## config.mk

```make
export PLATFORM = sky130hd
export DESIGN_NAME = alarm_slot_scheduler_core
export DESIGN_NICKNAME = d
export VERILOG_FILES = /design/src/hdl/alrm_pkg.sv /design/src/hdl/alarm_slot_scheduler_core.sv
export SDC_FILE = /design/constraint.sdc
export NUM_CORES = 2
export LEC_CHECK = 0
export ABC_AREA = 1
export BUFFER_PORTS_ARGS = -buffer_cell sky130_fd_sc_hd__buf_2
export CAP_MARGIN = 20
export CORE_MARGIN = 2
export CORE_UTILIZATION = 40
export DETAILED_ROUTE_END_ITERATION = 12
export PLACE_DENSITY = 0.68
export SYNTH_ARGS = -nofsm -noshare
export SYNTH_HDL_FRONTEND = slang
export SYNTH_SLANG_ARGS = --single-unit
```

## constraint.sdc

```tcl
create_clock -name clk -period 8.6 [get_ports clk]
set_input_delay 0.86 -clock clk [delete_from_list [all_inputs] [get_ports clk]]
set_output_delay 0.86 -clock clk [all_outputs]
set_load 0.01 [all_outputs]
```

## src/hdl/alrm_pkg.sv

```systemverilog
// Package for the alarm slot scheduler.
// Holds the table size, field widths, operation and status codes.
// No dependencies.
package alrm_pkg;

	localparam int SLOT_COUNT = 8;
	localparam int SLOT_W     = (SLOT_COUNT > 1) ? $clog2(SLOT_COUNT) : 1;
	localparam int MAX_FIRES  = 8;
	localparam int FIRE_W     = $clog2(MAX_FIRES + 1);
	localparam int ENTRY_W    = 100;

	localparam logic [31:0] DUE_MIN = 32'd1700000000;
	localparam logic [31:0] DUE_MAX = 32'd4102444800;

	localparam logic [11:0] GRACE_RST  = 12'd300;
	localparam logic [11:0] MINREP_RST = 12'd60;
	localparam logic [19:0] MAXREP_RST = 20'd604800;
	localparam logic [31:0] FLOOR_RST  = 32'd1700000000;

	typedef enum logic [1:0] {
		OP_SET    = 2'd0,
		OP_CANCEL = 2'd1,
		OP_TICK   = 2'd2,
		OP_NONE   = 2'd3
	} op_t;

	typedef enum logic [1:0] {
		REG_GRACE  = 2'd0,
		REG_MINREP = 2'd1,
		REG_MAXREP = 2'd2,
		REG_FLOOR  = 2'd3
	} reg_idx_t;

	typedef enum logic [2:0] {
		ST_OK      = 3'd0,
		ST_INVALID = 3'd1,
		ST_PAST    = 3'd2,
		ST_FULL    = 3'd3,
		ST_FIRED   = 3'd4,
		ST_DONE    = 3'd5
	} status_t;

	function automatic logic [2:0] slot_out(input logic [SLOT_W-1:0] idx);
		logic [SLOT_W+2:0] t;
		t = {3'b000, idx};
		return t[2:0];
	endfunction

endpackage

```

## src/hdl/alarm_slot_scheduler_core.sv

```systemverilog
// Alarm slot scheduler: set, cancel and tick over a table of alarms.
// Slot data lives in a one-port synchronous memory; valid bits are flip-flops.
// Uses alrm_pkg.
// Each repeating alarm that advances on a tick goes through the serial 32-step divider
// and a multiply; a stalled result beat holds the work until it is taken.
// Throughput: one item is in work at a time; the next beat is taken after its final result.
// Reset clears all valid bits and loads the register defaults; no clearing pass.
module alarm_slot_scheduler_core
	import alrm_pkg::*;
(
	input  logic         clk,
	input  logic         arst_n,
	input  logic         s_tvalid,
	output logic         s_tready,
	// key[31:0], due_time[63:32], repeat_period[83:64], label_tag[99:84],
	// now_time[131:100], sink_ready[132], zeros above
	input  logic [135:0] s_tdata,
	// op[1:0]
	input  logic [1:0]   s_tuser,
	output logic         m_tvalid,
	input  logic         m_tready,
	// fired_key[31:0], fired_tag[47:32], fired_slot[50:48], zeros above
	output logic [55:0]  m_tdata,
	// status[2:0]
	output logic [2:0]   m_tuser,
	output logic         m_tlast,
	input  logic         cfg_we,
	input  logic [1:0]   cfg_index,
	input  logic [31:0]  cfg_data
);

	typedef enum logic [8:0] {
		S_IDLE = 9'b000000001,
		S_CHK  = 9'b000000010,
		S_RD   = 9'b000000100,
		S_EVAL = 9'b000001000,
		S_DIV  = 9'b000010000,
		S_MUL  = 9'b000100000,
		S_UPD  = 9'b001000000,
		S_WR   = 9'b010000000,
		S_FIN  = 9'b100000000
	} state_t;

	localparam logic [SLOT_W-1:0] LAST_IDX = SLOT_W'(SLOT_COUNT - 1);

	state_t state_q;
	logic [11:0] grace_q, minrep_q;
	logic [19:0] maxrep_q;
	logic [31:0] floor_q;
	logic [SLOT_COUNT-1:0] valid_q;

	op_t op_q;
	logic [31:0] key_q, due_q, now_q;
	logic [19:0] rep_q;
	logic [15:0] tag_q;
	logic ready_q;

	logic [SLOT_W-1:0] idx_q, wr_slot_q;
	logic [FIRE_W-1:0] n_q;
	status_t fin_st_q;
	logic [SLOT_W-1:0] fin_slot_q;
	logic [31:0] quo_q;
	logic [19:0] rem_q;
	logic [4:0] cnt_q;
	logic [52:0] prod_q;

	logic out_v_q;
	logic [55:0] out_d_q;
	logic [2:0] out_u_q;
	logic out_l_q;

	logic [ENTRY_W-1:0] mem [SLOT_COUNT];
	logic [ENTRY_W-1:0] rd_q;
	logic mem_we;
	logic [SLOT_W-1:0] mem_wa;
	logic [ENTRY_W-1:0] mem_wd;

	logic [31:0] in_key, in_due, in_now;
	logic [31:0] rd_key, rd_due, late;
	logic [19:0] rd_rep;
	logic [15:0] rd_tag;
	logic [20:0] trial;
	logic [53:0] sum;
	logic ob, any_free, in_win, bad, past, out_load;
	logic [SLOT_W-1:0] free_idx;
	op_t in_op;

	assign in_key = s_tdata[31:0];
	assign in_due = s_tdata[63:32];
	assign in_now = s_tdata[131:100];
	assign in_op  = op_t'(s_tuser);

	assign rd_key = rd_q[31:0];
	assign rd_due = rd_q[63:32];
	assign rd_rep = rd_q[83:64];
	assign rd_tag = rd_q[99:84];
	assign late   = now_q - rd_due;
	assign in_win = late <= {20'd0, grace_q};
	assign trial  = {rem_q, quo_q[31]};
	assign sum    = {22'd0, rd_due} + {1'b0, prod_q};
	assign ob     = !out_v_q || m_tready;

	assign out_load = ob && ((state_q == S_FIN) ||
		((state_q == S_EVAL) && (op_q == OP_TICK) && valid_q[idx_q] && (rd_due <= now_q) &&
		in_win && ready_q && (n_q < FIRE_W'(MAX_FIRES))));

	assign bad = (key_q == 32'd0) || (due_q < DUE_MIN) || (due_q > DUE_MAX) ||
		(rep_q > maxrep_q) || ((rep_q != 20'd0) && (rep_q < {8'd0, minrep_q}));
	assign past = (now_q > floor_q) && (due_q <= now_q);

	always_comb begin
		any_free = 1'b0;
		free_idx = '0;
		for (int i = SLOT_COUNT - 1; i >= 0; i--) begin
			if (!valid_q[i]) begin
				any_free = 1'b1;
				free_idx = SLOT_W'(i);
			end
		end
	end

	always_comb begin
		mem_we = 1'b0;
		mem_wa = idx_q;
		mem_wd = {rd_tag, rd_rep, sum[31:0], rd_key};
		if (state_q == S_WR) begin
			mem_we = 1'b1;
			mem_wa = wr_slot_q;
			mem_wd = {tag_q, rep_q, due_q, key_q};
		end else if (state_q == S_UPD && sum[53:32] == 22'd0) begin
			mem_we = 1'b1;
		end
	end

	always_ff @(posedge clk) begin
		if (mem_we) mem[mem_wa] <= mem_wd;
		if (state_q == S_RD) rd_q <= mem[idx_q];
	end

	always_ff @(posedge clk or negedge arst_n) begin
		if (!arst_n) begin
			grace_q  <= GRACE_RST;
			minrep_q <= MINREP_RST;
			maxrep_q <= MAXREP_RST;
			floor_q  <= FLOOR_RST;
		end else if (cfg_we) begin
			unique case (reg_idx_t'(cfg_index))
				REG_GRACE:  grace_q  <= cfg_data[11:0];
				REG_MINREP: minrep_q <= cfg_data[11:0];
				REG_MAXREP: maxrep_q <= cfg_data[19:0];
				REG_FLOOR:  floor_q  <= cfg_data;
				default: ;
			endcase
		end
	end

	always_ff @(posedge clk or negedge arst_n) begin
		if (!arst_n) begin
			state_q <= S_IDLE;
			valid_q <= '0;
			out_v_q <= 1'b0;
			idx_q   <= '0;
			n_q     <= '0;
		end else begin
			if (out_v_q && m_tready && !out_load) out_v_q <= 1'b0;
			unique case (state_q)
				S_IDLE: begin
					if (s_tvalid) begin
						op_q    <= in_op;
						key_q   <= in_key;
						due_q   <= in_due;
						rep_q   <= s_tdata[83:64];
						tag_q   <= s_tdata[99:84];
						now_q   <= in_now;
						ready_q <= s_tdata[132];
						idx_q   <= '0;
						n_q     <= '0;
						fin_slot_q <= '0;
						case (in_op)
							OP_SET: state_q <= S_CHK;
							OP_CANCEL: begin
								if (in_key == 32'd0) begin
									fin_st_q <= ST_INVALID;
									state_q  <= S_FIN;
								end else begin
									fin_st_q <= ST_OK;
									state_q  <= S_RD;
								end
							end
							OP_TICK: begin
								fin_st_q <= ST_DONE;
								state_q  <= (in_now > floor_q) ? S_RD : S_FIN;
							end
							default: begin
								fin_st_q <= ST_INVALID;
								state_q  <= S_FIN;
							end
						endcase
					end
				end
				S_CHK: begin
					if (bad) begin
						fin_st_q <= ST_INVALID;
						state_q  <= S_FIN;
					end else if (past) begin
						fin_st_q <= ST_PAST;
						state_q  <= S_FIN;
					end else begin
						state_q <= S_RD;
					end
				end
				S_RD: state_q <= S_EVAL;
				S_EVAL: begin
					case (op_q)
						OP_SET: begin
							if (valid_q[idx_q] && rd_key == key_q) begin
								wr_slot_q <= idx_q;
								state_q   <= S_WR;
							end else if (idx_q == LAST_IDX) begin
								if (any_free) begin
									wr_slot_q <= free_idx;
									state_q   <= S_WR;
								end else begin
									fin_st_q <= ST_FULL;
									state_q  <= S_FIN;
								end
							end else begin
								idx_q   <= idx_q + 1'b1;
								state_q <= S_RD;
							end
						end
						OP_CANCEL: begin
							if (valid_q[idx_q] && rd_key == key_q) valid_q[idx_q] <= 1'b0;
							if (idx_q == LAST_IDX) state_q <= S_FIN;
							else begin
								idx_q   <= idx_q + 1'b1;
								state_q <= S_RD;
							end
						end
						default: begin
							if (!valid_q[idx_q] || rd_due > now_q ||
								(in_win && (!ready_q || n_q >= FIRE_W'(MAX_FIRES)))) begin
								if (idx_q == LAST_IDX) state_q <= S_FIN;
								else begin
									idx_q   <= idx_q + 1'b1;
									state_q <= S_RD;
								end
							end else if (!in_win || ob) begin
								if (in_win) begin
									out_v_q <= 1'b1;
									out_d_q <= {5'd0, slot_out(idx_q), rd_tag, rd_key};
									out_u_q <= ST_FIRED;
									out_l_q <= 1'b0;
									n_q     <= n_q + 1'b1;
								end
								if (rd_rep != 20'd0) begin
									quo_q   <= late;
									rem_q   <= '0;
									cnt_q   <= '0;
									state_q <= S_DIV;
								end else begin
									valid_q[idx_q] <= 1'b0;
									if (idx_q == LAST_IDX) state_q <= S_FIN;
									else begin
										idx_q   <= idx_q + 1'b1;
										state_q <= S_RD;
									end
								end
							end
						end
					endcase
				end
				S_DIV: begin
					if (trial >= {1'b0, rd_rep}) begin
						rem_q <= 20'(trial - {1'b0, rd_rep});
						quo_q <= {quo_q[30:0], 1'b1};
					end else begin
						rem_q <= trial[19:0];
						quo_q <= {quo_q[30:0], 1'b0};
					end
					cnt_q <= cnt_q + 1'b1;
					if (cnt_q == 5'd31) state_q <= S_MUL;
				end
				S_MUL: begin
					prod_q  <= ({1'b0, quo_q} + 33'd1) * rd_rep;
					state_q <= S_UPD;
				end
				S_UPD: begin
					if (sum[53:32] != 22'd0) valid_q[idx_q] <= 1'b0;
					if (idx_q == LAST_IDX) state_q <= S_FIN;
					else begin
						idx_q   <= idx_q + 1'b1;
						state_q <= S_RD;
					end
				end
				S_WR: begin
					valid_q[wr_slot_q] <= 1'b1;
					fin_st_q   <= ST_OK;
					fin_slot_q <= wr_slot_q;
					state_q    <= S_FIN;
				end
				S_FIN: begin
					if (ob) begin
						out_v_q <= 1'b1;
						out_d_q <= {5'd0, slot_out(fin_slot_q), 48'd0};
						out_u_q <= fin_st_q;
						out_l_q <= 1'b1;
						state_q <= S_IDLE;
					end
				end
				default: state_q <= S_IDLE;
			endcase
		end
	end

	assign s_tready = (state_q == S_IDLE);
	assign m_tvalid = out_v_q;
	assign m_tdata  = out_d_q;
	assign m_tuser  = out_u_q;
	assign m_tlast  = out_l_q;

endmodule

```

After elaboration in Yosys (flattened, before gate mapping)
Memories as Yosys holds them, arrays and structs flattened. A register that Yosys moved wholly into a read port is not among the register bits.
Cells that the tools add are included.
W data, S select, Z words.
{"block": "op_classes", "n_addsub": 7, "eq_ne": 42, "n_mul": 1, "n_lt_le_gt_ge": 17, "bitwise_logic": 3, "muxes": 122, "n_reduce_logical": 65}
{"operator": "$mux W56", "n": 5}
{"operator": "$mux W32", "n": 4}
{"operator": "$mux W9", "n": 14}
{"operator": "$pmux W56 S2", "n": 1}
{"operator": "$mux W100", "n": 1}
{"operator": "$mux W20", "n": 5}
{"operator": "$gt A32 B32 Y1", "n": 3}
{"operator": "$mux W3", "n": 30}
{"operator": "$pmux W9 S9", "n": 1}
{"operator": "$le A32 B32 Y1", "n": 2}
{"operator": "$logic_not A32 Y1", "n": 2}
{"operator": "$pmux W32 S2", "n": 1}
{"operator": "$add A32 B53 Y54", "n": 1}
{"operator": "$mul A33 B20 Y53", "n": 1}
{"operator": "$mux W8", "n": 5}
{"operator": "$pmux W20 S2", "n": 1}
{"operator": "$reduce_bool A20 Y1", "n": 2}
{"operator": "$add A32 B1 Y33 const B", "n": 1}
{"operator": "$eq A32 B32 Y1", "n": 1}
{"operator": "$gt A32 B32 Y1 const B", "n": 1}
{"operator": "$le A32 B12 Y1", "n": 1}
{"operator": "$lt A32 B31 Y1 const B", "n": 1}
{"operator": "$sub A32 B32 Y32", "n": 1}
{"operator": "$mux W1", "n": 28}
{"operator": "65 further kinds", "n": 144}
{"block": "totals", "mem_bits_rw": 800, "memories": 1, "input_bits": 177, "ff_bits": 415, "out_inout_bits": 62, "wordCells": 284}
{"name": "mem", "depth": 8, "width": 100, "read_ports": 1, "rd_clocked_by_memory_dff": 1, "wr": 1, "line": "alarm_slot_scheduler_core.sv:72", "rtl": "logic [ENTRY_W-1:0] mem [SLOT_COUNT];"}

Depth between registers and ports, before layout
{"block": "depth", "ltp_word": 17, "ltp_mapped": 38, "depth_no_buf": 38}

Worst setup path before layout
OpenSTA, ideal clock, no wires.
{"block": "synth_path", "path_kind": "reg-to-reg", "startpoint": "register now_q[0]", "endpoint": "register out_d_q[0] (netlist: m_tdata[0]), enable pin", "path_slack_ns": -0.269, "path_stages_with_launch": 27, "n_path_buf": 0, "setup_ns": 0.604, "arrival_time_ns": 8.265, "synth_period_minus_slack_ns": 8.869, "required_time_ns": 7.996, "path_cell_list": "edfxtp_1 inv_1 ha_1 inv_1 fa_1 nand3_1 nand3_1 nand2_1 nand2_1 xor2_1 ha_1 nand2_1 inv_1 nand2_1 nand2_1 a21o_1 nor2_1 nor2_1 nor2_1 nand2_1 nor2_1 nand2_1 nor2_4 nand2_2 nor2_4 nor2_1 nor4_1"}
{"block": "synth_via", "elab_chain_cells": 6, "elab_cells_between_ends": 12, "cone_classes": "1 x add/sub; 2 x order compare; 3 x eq/ne; 6 x reduce/logical"}
{"element": "from (decl)", "line": "alarm_slot_scheduler_core.sv:53", "rtl": "logic [31:0] key_q, due_q, now_q;"}
{"element": "from (signal assigned)", "line": "alarm_slot_scheduler_core.sv:174", "rtl": "now_q <= in_now;"}
{"element": "$sub A32 B32 Y32", "line": "alarm_slot_scheduler_core.sv:97", "rtl": "assign late = now_q - rd_due;"}
{"element": "$le A32 B12 Y1", "line": "alarm_slot_scheduler_core.sv:98", "rtl": "assign in_win = late <= {20'd0, grace_q};"}
{"element": "$logic_not A1 Y1 / $logic_and A1 B1 Y1 (equally long branches)", "line": "alarm_slot_scheduler_core.sv:248, alarm_slot_scheduler_core.sv:242"}
{"element": "$logic_or A1 B1 Y1 (on tied branches)", "line": "alarm_slot_scheduler_core.sv:248, alarm_slot_scheduler_core.sv:241"}
{"element": "$ne A2 B1 Y1 (no line) / $ne A2 B2 Y1 (equally long branches)"}
{"element": "$reduce_and A7 Y1 (no line) (*)"}
{"element": "to (signal assigned)", "line": "alarm_slot_scheduler_core.sv:251", "rtl": "out_d_q <= {5'd0, slot_out(idx_q), rd_tag, rd_key};"}
{"element": "to (signal assigned)", "line": "alarm_slot_scheduler_core.sv:305", "rtl": "out_d_q <= {5'd0, slot_out(fin_slot_q), 48'd0};"}
{"element": "to (decl)", "line": "alarm_slot_scheduler_core.sv:68", "rtl": "logic [55:0] out_d_q;"}
Mark *: on every way between the ends. The rest lies on a longest branch, timed or not.
A chain may end at the register's enable or synchronous reset.

Final worst setup path
{"block": "layout_path", "startpoint": "register quo_q[1]", "endpoint": "register prod_q[51], data pin"}
{"block": "layout_via", "elab_chain_cells": 2}
{"element": "from (decl)", "line": "alarm_slot_scheduler_core.sv:62", "rtl": "logic [31:0] quo_q;"}
{"element": "from (signal assigned)", "line": "alarm_slot_scheduler_core.sv:257", "rtl": "quo_q <= late;"}
{"element": "from (signal assigned)", "line": "alarm_slot_scheduler_core.sv:276", "rtl": "quo_q <= {quo_q[30:0], 1'b1};"}
{"element": "from (signal assigned)", "line": "alarm_slot_scheduler_core.sv:279", "rtl": "quo_q <= {quo_q[30:0], 1'b0};"}
{"element": "$add A32 B1 Y33", "line": "alarm_slot_scheduler_core.sv:285", "rtl": "prod_q <= ({1'b0, quo_q} + 33'd1) * rd_rep;"}
{"element": "$mul A33 B20 Y53", "line": "alarm_slot_scheduler_core.sv:285"}
{"element": "to (signal assigned)", "line": "alarm_slot_scheduler_core.sv:285"}
{"element": "to (decl)", "line": "alarm_slot_scheduler_core.sv:65", "rtl": "logic [52:0] prod_q;"}
Every way passes these cells.

==> metrics.txt <==
run status complete, no violations; Worst-Margin Slew 1.21 ns; Netlist Area Pre-Place 80500 um2; share of cells above drive strength 1 10.2%; Mapped Cells about 7900; Reg clk slew, reported paths about 0.060 ns; die area between 200000 and 250000 um2; Placer Congestion 1.00; crit path launch type flip-flop; slowest stage cell, crit path fa_1; Net Switching 12.8 mW; Chip Height 453 um; initial antenna violation count 8; Synth Flop Type edfxtp_1; Power Density 335 nW/um2; # IOs 239; crit-path max FO 4; CTS tree built; Max Buffers Root-to-Sink 3; Seq cells post-synth between 1000 and 1500; Worst Setup End Kind flip-flop; Post-DP HPWL between 150 and 200 mm; Critical Path Most Common Cell fa_1; largest net degree at the start of global routing about 140; H-Tree Depth 4; crit-path leading delay family adder cells; Comb power frac 54.4%; CTS Sinks 1310; CP arrival a little under 9 ns; DR iter-0 viols between 6000 and 7000; final setup fails 0; cell accounting for the most synthesized area edfxtp_1; Flop pwr share 26.3%; Max Freq roughly 120 MHz; VDD IR max roughly 760 uV; register area share after synthesis about 48%; total track usage roughly a quarter; vias per inst approximately 5.5; first-pass GRT wire length 374 mm; gr ovfl total 0; number of flops mapped to enable cells by yosys 1209; commonest non-fill, non-tap cell in the layout nand2_1; ANT nets after route 0; commonest non-fill, non-tap cells in the layout 1527 x nand2_1, 1356 x inv_1, 1209 x edfxtp_1; # DRC 0; ys async rst share 7.71%; Worst-Skew Late Latency 0.81 ns; max-slew violations 0; WS Path Type reg -> reg; mean area per synthesized cell 10.2 um2; CP peak stage delay roughly 0.58 ns; Ys Warns 0; Final Critical Period between 8 and 9 ns; Slew HR 19.0%; DR vias 60200; post-layout util 45.6%; Area Growth Syn to Fin 13.1%; chip width 453 um; final WL about 250 mm; Unique masters post-synth 62; drt wl/cell 22.6 um; Worst Hold Slack around 0.05 ns; Worst EP required between 9 and 10 ns; Layout Nets 9414; Initial Utilization 40.3%; row count 164; number of buffers created by CTS 132; CTS Root Cell clkbuf_16; Final Skew 0.0643 ns; Hold Path Class in -> async; Buffers on Ports 230; number of global-route vias before repair 60400; Detailed Routing Iterations Pass 1 8; core area between 150000 and 200000 um2; switch share 42.1%; hold violation count in the final report 0; total chip power 30.5 mW; largest cells by area after synthesis edfxtp_1 45%, fa_1 14%, nand2_1 7.1%; CTS Hold Buffers Added 0; Max-Cap Viols 0; Clk pwr share 19.2%; Leak Pwr 38.7 nW; Worst Path Buf+Inv 8; final worst path period share 96.5%; P_int 17.7 mW; post-synth top area share a little under half
==> through the flow <==
stage	cells	setup slack, ns	cell area (um2)	TNS (ns)
after detailed placement	10800	0.00491	86200	0
after global placement	10800	0.0493	86200	0
after global routing	11000	-0.0636	91000	-0.173
final	11100	0.302	91100	0
after CTS	11000	0.0331	90700	0
after floorplan	7906	0.911	80600	0
==> state kept, by name, summed over array words and instances, names as in the netlist, 8 cells and up <==
| name | cells |
|---|---|
| maxrep_q | 20 |
| rep_q | 20 |
| prod_q | 53 |
| mem | 800 |
| state_q | 9 |
| floor_q | 32 |
| tag_q | 16 |
| minrep_q | 12 |
| rem_q | 20 |
| m_tdata | 51 |
| now_q | 32 |
| rd_q | 100 |
| valid_q | 8 |
| grace_q | 12 |
| quo_q | 32 |
| key_q | 32 |
| due_q | 32 |
==> kinds of logic after synthesis <==
group | share of synthesized area (%)
and+or+nand+nor | 14.4
buffers and inverters | 7.73
AOI/OAI and AO/OA | 8.38
xor gates and xnor gates | 1.25
adders and majority gates | 20.0
other | 0.00466
DFF | 48.3
==> synth_stat cells (all sizes together) (72+ instances only) <==
cell / number
fa: 557
dfrtp: 72
nand3: 203
clkbuf: 212
nor3: 79
nand4: 149
inv: 1373
a221oi: 120
nand2: 1543
edfxtp: 1209
ha: 397
a22oi: 110
a21oi: 297
o21ai: 379
nor2: 715
==> final timing paths <==
kind	from	slack, ns	depth (start not counted)	endpoint
worst max-delay path	quo_q[1]	0.30	37	prod_q[51]
worst min register to register	valid_q[1]	0.47	2	valid_q[1]
worst max register to register	quo_q[1]	0.30	37	prod_q[51]
worst min-delay path	arst_n	0.05	1	valid_q[0]
max in group asynchronous	arst_n	7.21	2	maxrep_q[0]
min in group clk	s_tdata[88]	0.22	1	tag_q[4]
==> power groups by stage <==
stage,clock network [mW],logic (mW),registers (mW)
6_report,5.87,16.6,8.03
4_1_cts,5.95,15.7,8.02
3_5_place_dp,0,15.4,8.15
2_1_floorplan,0,9.13,8.08
3_3_place_gp,0,15.5,8.15
5_1_grt,6.20,18.2,8.04
==> layout make-up <==
cell class	count	area, um2
clock buffer	154	3390
timing repair buffer	496	3340
antenna	5	12.5
inverter	1395	5270
clock inverter	88	1070
sequential	1310	38900
tap	2656	3320
multi-input combinational	4948	35800
fill	18400	109000
==> per-layer routing <==
metal,global-route usage [%],part of all wire [%],up-vias
li1,-,-,27000
met1,33.1,41,29900
met2,38.3,45,2856
met3,4.25,9.0,528
met4,9.56,4.4,6
met5,0,0.016,-
==> what timing repair did <==
action / in CTS / in global routing
setup endpoints to repair: 3 / 22
setup buffers: 0 / 4
pin swaps: 0 / 5
gates resized for setup: 2 / 53
Note: power is estimated with default switching activity, not from simulation.
